## src/rtl/ppvd_pkg.sv

```systemverilog
`default_nettype none

package ppvd_pkg;

    // configuration port
    localparam int CFG_ADDR_WIDTH = 2;
    localparam int CFG_DATA_WIDTH = 32;

    typedef enum logic [CFG_ADDR_WIDTH-1:0] {
        CFG_DETECT_MODE = 2'd0,
        CFG_WINDOW_LOW  = 2'd1,
        CFG_WINDOW_HIGH = 2'd2
    } cfg_addr_t;

    // valley window bounds, signed Q16.16
    localparam int WINDOW_WIDTH = 32;
    localparam logic signed [WINDOW_WIDTH-1:0] WINDOW_LOW_RESET  = -32'sd65536;
    localparam logic signed [WINDOW_WIDTH-1:0] WINDOW_HIGH_RESET = 32'sd0;

    typedef enum logic {
        MODE_PEAK   = 1'b0,
        MODE_VALLEY = 1'b1
    } detect_mode_t;

endpackage

`default_nettype wire

```

## src/rtl/plateau_peak_valley_detector.sv

```systemverilog
// channel   dir  handshake          payload
// s_        in   s_tvalid/s_tready  s_tdata: sample; s_tuser: first
// m_        out  m_tvalid/m_tready  m_tdata: peak_index
// cfg_      in   cfg_we             cfg_addr, cfg_wdata (no read-back)
//
// One word per cycle sustained while the m_ side is not stalled: an input register
// and a result register, with the detector compare/add logic between them. m_tvalid
// comes from the result register, loaded when a word that completes a detection leaves the input register.
// A stalled m_ side holds the result register; an empty input register can still
// take one word, then s_tready drops until the result is taken.
// aresetn is synchronous, active low; config returns to peak mode, window [-1,0].
`default_nettype none

module plateau_peak_valley_detector #(
    parameter int INDEX_WIDTH  = 24,
    parameter int SAMPLE_WIDTH = 32
) (
    input  wire logic                                 aclk,
    input  wire logic                                 aresetn,

    input  wire logic                                 s_tvalid,
    output logic                                      s_tready,
    input  wire logic [((SAMPLE_WIDTH+7)/8)*8-1:0]    s_tdata,  // [SAMPLE_WIDTH-1:0] sample
    input  wire logic                                 s_tuser,  // [0] first

    output logic                                      m_tvalid,
    input  wire logic                                 m_tready,
    output logic [((INDEX_WIDTH+7)/8)*8-1:0]          m_tdata,  // [INDEX_WIDTH-1:0] peak_index

    input  wire logic                                 cfg_we,
    input  wire logic [ppvd_pkg::CFG_ADDR_WIDTH-1:0]  cfg_addr,
    input  wire logic [ppvd_pkg::CFG_DATA_WIDTH-1:0]  cfg_wdata
);

    localparam int M_TDATA_WIDTH = ((INDEX_WIDTH + 7) / 8) * 8;
    localparam int CMP_WIDTH = (SAMPLE_WIDTH > ppvd_pkg::WINDOW_WIDTH) ?
                               SAMPLE_WIDTH : ppvd_pkg::WINDOW_WIDTH;
    localparam logic [INDEX_WIDTH-1:0] INDEX_TOP = '1;
    localparam logic [INDEX_WIDTH-1:0] INDEX_TWO = INDEX_WIDTH'(2);
    localparam logic [INDEX_WIDTH-1:0] INDEX_ONE = INDEX_WIDTH'(1);

    // configuration
    ppvd_pkg::detect_mode_t                      mode_reg;
    logic signed [ppvd_pkg::WINDOW_WIDTH-1:0]    win_low_reg;
    logic signed [ppvd_pkg::WINDOW_WIDTH-1:0]    win_high_reg;

    always_ff @(posedge aclk) begin
        if (!aresetn) begin
            mode_reg     <= ppvd_pkg::MODE_PEAK;
            win_low_reg  <= ppvd_pkg::WINDOW_LOW_RESET;
            win_high_reg <= ppvd_pkg::WINDOW_HIGH_RESET;
        end else if (cfg_we) begin
            case (cfg_addr)
                ppvd_pkg::CFG_DETECT_MODE: mode_reg <= ppvd_pkg::detect_mode_t'(cfg_wdata[0]);
                ppvd_pkg::CFG_WINDOW_LOW:  win_low_reg  <= cfg_wdata;
                ppvd_pkg::CFG_WINDOW_HIGH: win_high_reg <= cfg_wdata;
                default: ;
            endcase
        end
    end

    // input register
    logic                            in_valid_reg;
    logic signed [SAMPLE_WIDTH-1:0]  in_sample_reg;
    logic                            in_first_reg;
    logic                            advance;

    // result register
    logic                            out_valid_reg;
    logic [INDEX_WIDTH-1:0]          out_index_reg;

    // detector state
    logic signed [SAMPLE_WIDTH-1:0]  older_reg;
    logic signed [SAMPLE_WIDTH-1:0]  newer_reg;
    logic [INDEX_WIDTH-1:0]          count_reg;
    logic [INDEX_WIDTH-1:0]          rise_idx_reg;
    logic                            in_run_reg;

    assign advance  = in_valid_reg && (!out_valid_reg || m_tready);
    assign s_tready = !in_valid_reg || advance;

    always_ff @(posedge aclk) begin
        if (!aresetn) begin
            in_valid_reg <= 1'b0;
        end else if (s_tready) begin
            in_valid_reg <= s_tvalid;
        end
    end

    always_ff @(posedge aclk) begin
        if (s_tready && s_tvalid) begin
            in_sample_reg <= s_tdata[SAMPLE_WIDTH-1:0];
            in_first_reg  <= s_tuser;
        end
    end

    // judge the middle sample (newer_reg) against its neighbors
    logic [INDEX_WIDTH-1:0]          cnt;
    logic [INDEX_WIDTH-1:0]          rise_idx;
    logic                            run;
    logic [INDEX_WIDTH-1:0]          mid_index;
    logic                            valley;
    logic                            falls;
    logic                            rises;
    logic                            turns;
    logic signed [CMP_WIDTH-1:0]     cur_ext;
    logic signed [CMP_WIDTH-1:0]     low_ext;
    logic signed [CMP_WIDTH-1:0]     high_ext;
    logic                            in_window;
    logic [INDEX_WIDTH:0]            mid_sum;
    logic                            emit_next;
    logic [INDEX_WIDTH-1:0]          count_next;
    logic [INDEX_WIDTH-1:0]          rise_idx_next;
    logic                            in_run_next;

    always_comb begin
        cnt       = in_first_reg ? '0 : count_reg;
        rise_idx  = in_first_reg ? '0 : rise_idx_reg;
        run       = in_first_reg ? 1'b0 : in_run_reg;
        mid_index = cnt - INDEX_ONE;

        valley = (mode_reg == ppvd_pkg::MODE_VALLEY);
        falls  = valley ? (newer_reg > older_reg) : (newer_reg < older_reg);
        rises  = valley ? (newer_reg < older_reg) : (newer_reg > older_reg);
        turns  = valley ? (newer_reg < in_sample_reg) : (newer_reg > in_sample_reg);

        cur_ext   = CMP_WIDTH'(newer_reg);
        low_ext   = CMP_WIDTH'(win_low_reg);
        high_ext  = CMP_WIDTH'(win_high_reg);
        in_window = !valley || ((cur_ext >= low_ext) && (cur_ext <= high_ext));

        rise_idx_next = rise_idx;
        in_run_next   = run;
        emit_next     = 1'b0;
        if (cnt >= INDEX_TWO) begin
            if (falls) begin
                in_run_next = 1'b0;
            end
            if (rises) begin
                rise_idx_next = mid_index;
                in_run_next   = 1'b1;
            end
            if (turns && in_run_next) begin
                emit_next   = in_window;
                in_run_next = 1'b0;
            end
        end
        // floor midpoint of run start and turning index
        mid_sum = {1'b0, rise_idx_next} + {1'b0, mid_index};

        count_next = (cnt != INDEX_TOP) ? cnt + INDEX_ONE : cnt;
    end

    always_ff @(posedge aclk) begin
        if (!aresetn) begin
            older_reg    <= '0;
            newer_reg    <= '0;
            count_reg    <= '0;
            rise_idx_reg <= '0;
            in_run_reg   <= 1'b0;
        end else if (advance) begin
            older_reg    <= newer_reg;
            newer_reg    <= in_sample_reg;
            count_reg    <= count_next;
            rise_idx_reg <= rise_idx_next;
            in_run_reg   <= in_run_next;
        end
    end

    always_ff @(posedge aclk) begin
        if (!aresetn) begin
            out_valid_reg <= 1'b0;
        end else if (advance) begin
            out_valid_reg <= emit_next;
        end else if (m_tready) begin
            out_valid_reg <= 1'b0;
        end
    end

    always_ff @(posedge aclk) begin
        if (advance && emit_next) begin
            out_index_reg <= mid_sum[INDEX_WIDTH:1];
        end
    end

    assign m_tvalid = out_valid_reg;
    assign m_tdata  = M_TDATA_WIDTH'(out_index_reg);

`ifndef SYNTHESIS
    // a run never starts past the samples seen so far
    a_rise_idx_bound: assert property (@(posedge aclk) disable iff (!aresetn)
        rise_idx_reg <= count_reg)
        else $error("run start beyond sample count");

    // a fresh result only comes from a word leaving the input register
    a_result_source: assert property (@(posedge aclk) disable iff (!aresetn)
        $rose(out_valid_reg) |-> $past(in_valid_reg))
        else $error("result without input word");

    // index never goes backward within a sequence
    a_count_monotonic: assert property (@(posedge aclk) disable iff (!aresetn)
        (advance && !in_first_reg) |=> count_reg >= $past(count_reg))
        else $error("sample count went backward");

    // input stalls only when the result side is blocked
    a_stall_cause: assert property (@(posedge aclk) disable iff (!aresetn)
        !s_tready |-> (in_valid_reg && out_valid_reg && !m_tready))
        else $error("input stalled without output backpressure");
`endif

endmodule

`default_nettype wire
```

## config.mk

```make
export PLATFORM = sky130hd
export DESIGN_NAME = plateau_peak_valley_detector
export DESIGN_NICKNAME = d
export VERILOG_FILES = /design/src/rtl/ppvd_pkg.sv /design/src/rtl/plateau_peak_valley_detector.sv
export SDC_FILE = /design/constraint.sdc
export NUM_CORES = 1
export LEC_CHECK = 0
export ABC_AREA = 1
export BUFFER_PORTS_ARGS = -buffer_cell sky130_fd_sc_hd__buf_2
export CAP_MARGIN = 5
export CORE_MARGIN = 2
export CORE_UTILIZATION = 50
export DETAILED_ROUTE_END_ITERATION = 10
export PLACE_DENSITY_LB_ADDON = 0.25
export SLEW_MARGIN = 20
export SYNTH_ARGS = -nofsm -noshare
export SYNTH_HDL_FRONTEND = slang
export SYNTH_SLANG_ARGS = --single-unit
```

## constraint.sdc

```tcl
create_clock -name aclk -period 10.2 [get_ports aclk]
set_clock_uncertainty 0.05 [all_clocks]
set_input_delay 3.06 -clock aclk [delete_from_list [all_inputs] [get_ports aclk]]
set_output_delay 3.06 -clock aclk [all_outputs]
set_load 0.1 [all_outputs]
```

Word-level counts from Yosys, hierarchy flattened
Index checks and enable logic that the tools add are counted.
- output and inout port bits: 26
- register bits: 237
- add/sub/neg operators: 3
- mux-type cells: 18
- eq/ne operators: 3
- reductions and logical operators: 16
- magnitude comparators: 7
- operator list (operator ; count):
    two-way mux 24 bit ; 5
    > comparator 32 bit ; 2
    less-than comparator 32 bit ; 2
    greater-or-equal comparator 32 bit ; 1
    <= comparator 32 bit ; 1
    adder 24 x 24 -> 25 bit ; 1
    adder 24 x 1 -> 24 bit, second input constant ; 1
    greater-or-equal comparator 24 x 2 -> 1 bit, second input constant ; 1
    != test 24 bit, second input constant ; 1
    subtractor 24 x 1 -> 24 bit, second input constant ; 1
    two-way mux 1 bit ; 13
    AND reduction 2 bit ; 3
    logical AND 1 bit ; 5
    zero test 1 bit ; 3
    logical OR 1 bit ; 3
    == test 2 x 1 -> 1 bit, second input constant ; 1
    == test 2 bit, second input constant ; 1
    zero test 2 bit ; 1
    nonzero test 2 bit ; 1

Logic depth before layout (Yosys ltp)
- depth after elaboration: 9
- gate-level depth with buffers: 31
- mapped depth without buffers: 30

Least setup slack after synthesis
No wires, ideal clock.
- path kind: input to output
- from: input m_tready
- to: output s_tready
- arrival time: 3868 ps
- path slack: 3222 ps
- buffers on the path: 0
- cell stages on the path: 2
- cells stage by stage: inv_1 nand3_1
- word-level cells in the longest chain between the ends: 3
- RTL lines (what ; line ; RTL):
    from (decl) ; plateau_peak_valley_detector.sv:27 ; input wire logic m_tready,
    logical OR 1 bit ; plateau_peak_valley_detector.sv:79 ; assign advance = in_valid_reg && (!out_valid_reg || m_tready);
    logical AND 1 bit ; plateau_peak_valley_detector.sv:79 ;
    logical OR 1 bit ; plateau_peak_valley_detector.sv:80 ; assign s_tready = !in_valid_reg || advance;
    to (decl) ; plateau_peak_valley_detector.sv:22 ; output logic s_tready,
No other way between the ends.

Worst setup path in the final report
Ends and elaborated chain as after synthesis.

==> results.yml <==
critical_path:
  crit_buf_inv: 3
  path_cells: "buf_2 > inv_1 > nand3_1 > buf_2"
  r2r_slack_ps: 5130
  worst_setup_path_end_kind: "output port"
  cpMaxStageDelayCell: "buf_2"
  critPathMaxFanout: 3
  path_class: "input pin to output port"
  cp_top_family: "buffers and inverters"
  crit_required_ps: 7090
  slowest_delay_ps: 440
  arrival_ps: 3710
  cpMostUsedCell: "buf_2"
  crit_path_start_kind: "input pin"
run:
  maxCapViolCount: 0
finish:
  syn_to_final_growth_pct: 11.9
  drive_gt1_share_pct: 11.2
  nFillCells: 2582
  final_common_cell: "inv_1"
  postLayoutCellArea_um2: 15500
  diodes: 0
  final_cell_mix: "inv_1 (272), nand2_1 (245), a21oi_1 (245)"
  fin_nets: 2063
clocking:
  cts_tree: "built"
  post_cts_buffers: 0
  ctsHoldBuffers: 0
  clockRootBuffer: "clkbuf_16"
  h-tree-depth: 1
  post_cts_resized: 0
  clock_latency_ps: 550
  ctsLongestPathBuffers: 3
  cts.sink_count: 237
  cts_buffers: 27
  clk_pin_slew_worst_paths_ps: 60
die:
  dieArea_um2: 29200
  ioPinCount: 98
  initial_utilization_pct: 50.5
  rows: 61
  die_h_um: 171
  die_x_um: 171
  core_um2: 27600
grt:
  first_global_vias: 10907
  grt_pass1_wl_mm: 51.9
  grt_overflow_total: 0
  antenna_found_initial: 0
  grt_max_degree: 141
  grt_use_total_pct: 21.5
power:
  p_total_w: 0.00243
  peakVddDrop_v: 0.000191
  pwr_density_cell_nw_per_um2: 156
  leakage_nw: 7.14
detailed_routing:
  detail_route.wl_per_cell_um: 13.9
  routed_wl_mm: 31.1
  drt_pre_antenna_iters: 5
  vias: 11686
  ant_nets: 0
  via_per_inst: 5.23
  drc_errors: 0
  dr.first_iter.drc_count: 683
sta:
  finalHoldViolations: 0
  finalSetupViolations: 0
  drv_slew: 0
  rsz0062_at_grt: "false"
  tns_ps: 0
  slew_headroom_pct: 37.7
  finalCritPeriodShare_pct: 66.8
  period_minus_slack_ps: 6820
  fmax_ghz: 0.147
  tightestPinTransition_ps: 935
status:
  status: "finished, final reports clean"
placed_design:
  hpwl_mm: 22.4
  placed_cell_area_um2: 14700
  gp_congestion: 0.838
  numPortBuffers: 97
yosys:
  async_flop_share_pct: 0
  synth.cell_area_um2: 13900
  synth_flop_cell: "dfxtp_1"
  synth-seq-cells: 237
  synth_cell_type_count: 50
  synth_edf_count: 57
  synth_fp_nets: 1991
  synth_seq_area_share_pct: 38.2
  avgSynthCellArea_um2: 7.88
  ys.warnings.count: 0
  netlist_instances: 1764
worst_hold_path:
  hp-class: "register to register"
[cell type report]
type	count	area (um^2)	share of cell area, %
well taps	378	473	3.04
repair buffers	105	552	3.55
multi-input cells	1182	7270	46.8
inverters	283	1060	6.83
flip-flops and latches	237	5320	34.2
clock buffers	38	747	4.80
clock inverters	12	130	0.837
[synthesized netlist by cell type (3+ instances only)]
cell | n | share of area [%]
o31ai_1 | 4 | 0.22
ha_1 | 154 | 14
buf_6 | 4 | 0.32
nor2_4 | 3 | 0.24
a21oi_1 | 245 | 8.8
o31ai_2 | 18 | 1.6
nand3_1 | 54 | 1.9
nor3_1 | 27 | 0.97
nand2_1 | 246 | 6.6
nor4_1 | 10 | 0.45
nor2_1 | 91 | 2.5
dfxtp_1 | 180 | 26
nand4_1 | 20 | 0.90
a31oi_1 | 7 | 0.31
o21ai_0 | 159 | 5.7
o21bai_1 | 3 | 0.16
nor2_2 | 8 | 0.36
o21a_1 | 10 | 0.54
clkbuf_1 | 52 | 1.4
xnor2_1 | 11 | 0.69
nand3_2 | 4 | 0.29
a21o_1 | 4 | 0.22
xor2_1 | 28 | 1.8
o211ai_1 | 22 | 1.2
inv_2 | 8 | 0.22
inv_1 | 273 | 7.4
buf_2 | 3 | 0.11
buf_1 | 3 | 0.081
nand3b_1 | 4 | 0.22
edfxtp_1 | 57 | 12
nand2_2 | 7 | 0.31
o21ai_1 | 22 | 0.79
[final timing paths]
check	start	endpoint	cells after the start
setup / recovery	m_tready	s_tready	4
hold / removal	older_reg[20]	older_reg[20]	2
setup reg to reg	in_first_reg	m_tdata[20]	21
hold reg to reg	older_reg[20]	older_reg[20]	2
[kinds of logic after synthesis]
| family | Yosys count | share of synthesized area (%) |
|---|---|---|
| adder cells (fa/ha/maj) | 155 | 14.0 |
| buffers and inverters | 345 | 9.56 |
| AO/OA/AOI/OAI | 504 | 20.2 |
| AND/OR/NAND/NOR | 483 | 15.4 |
| flip-flops | 237 | 38.2 |
| XOR/XNOR | 40 | 2.57 |
[where the power goes]
part	switching (W)	internal (W)
Clock	0.000393	0.000564
Sequential	0.0000258	0.00102
Combinational	0.000271	0.000162
[worst register-to-register path: stages, from the launching register on]
cell and delay (ps):
edfxtp_1 340, buf_4 510, inv_2 310, nand2_2 210, inv_2 70, nor2_1 170, inv_1 80, nor4_1 250
nand3b_1 240, nand3_2 230, inv_2 330, o31ai_2 370, ha_1 350, a21oi_1 170, inv_1 60, a31oi_1 320
o21a_1 220, nor2_1 60, a311oi_1 280, nand2_1 90, nand2_1 60, nand2_1 50
[per-layer routing]
layer | routed length (um) | vias up | track usage, %
met5 | 0 | - | 0
met4 | 680 | 0 | 5.65
met3 | 1450 | 43 | 2.50
met2 | 13700 | 254 | 35.3
met1 | 15300 | 5286 | 30.2
li1 | - | 6103 | -
[metrics by stage]
stage / utilization [%] / hold WS (ps) / instances / setup slack [ps]
2_1_floorplan: - / 383 / 1764 / 3220
3_5_place_dp: 53.3 / 402 / 2185 / 3380
5_1_grt: 56.4 / 423 / 2235 / 3360
3_3_place_gp: 53.2 / 396 / 2185 / 3390
4_1_cts: 56.4 / 410 / 2235 / 3380
6_report: 56.4 / 409 / 2235 / 3380
No activity file was read; power rests on OpenSTA's default activity.
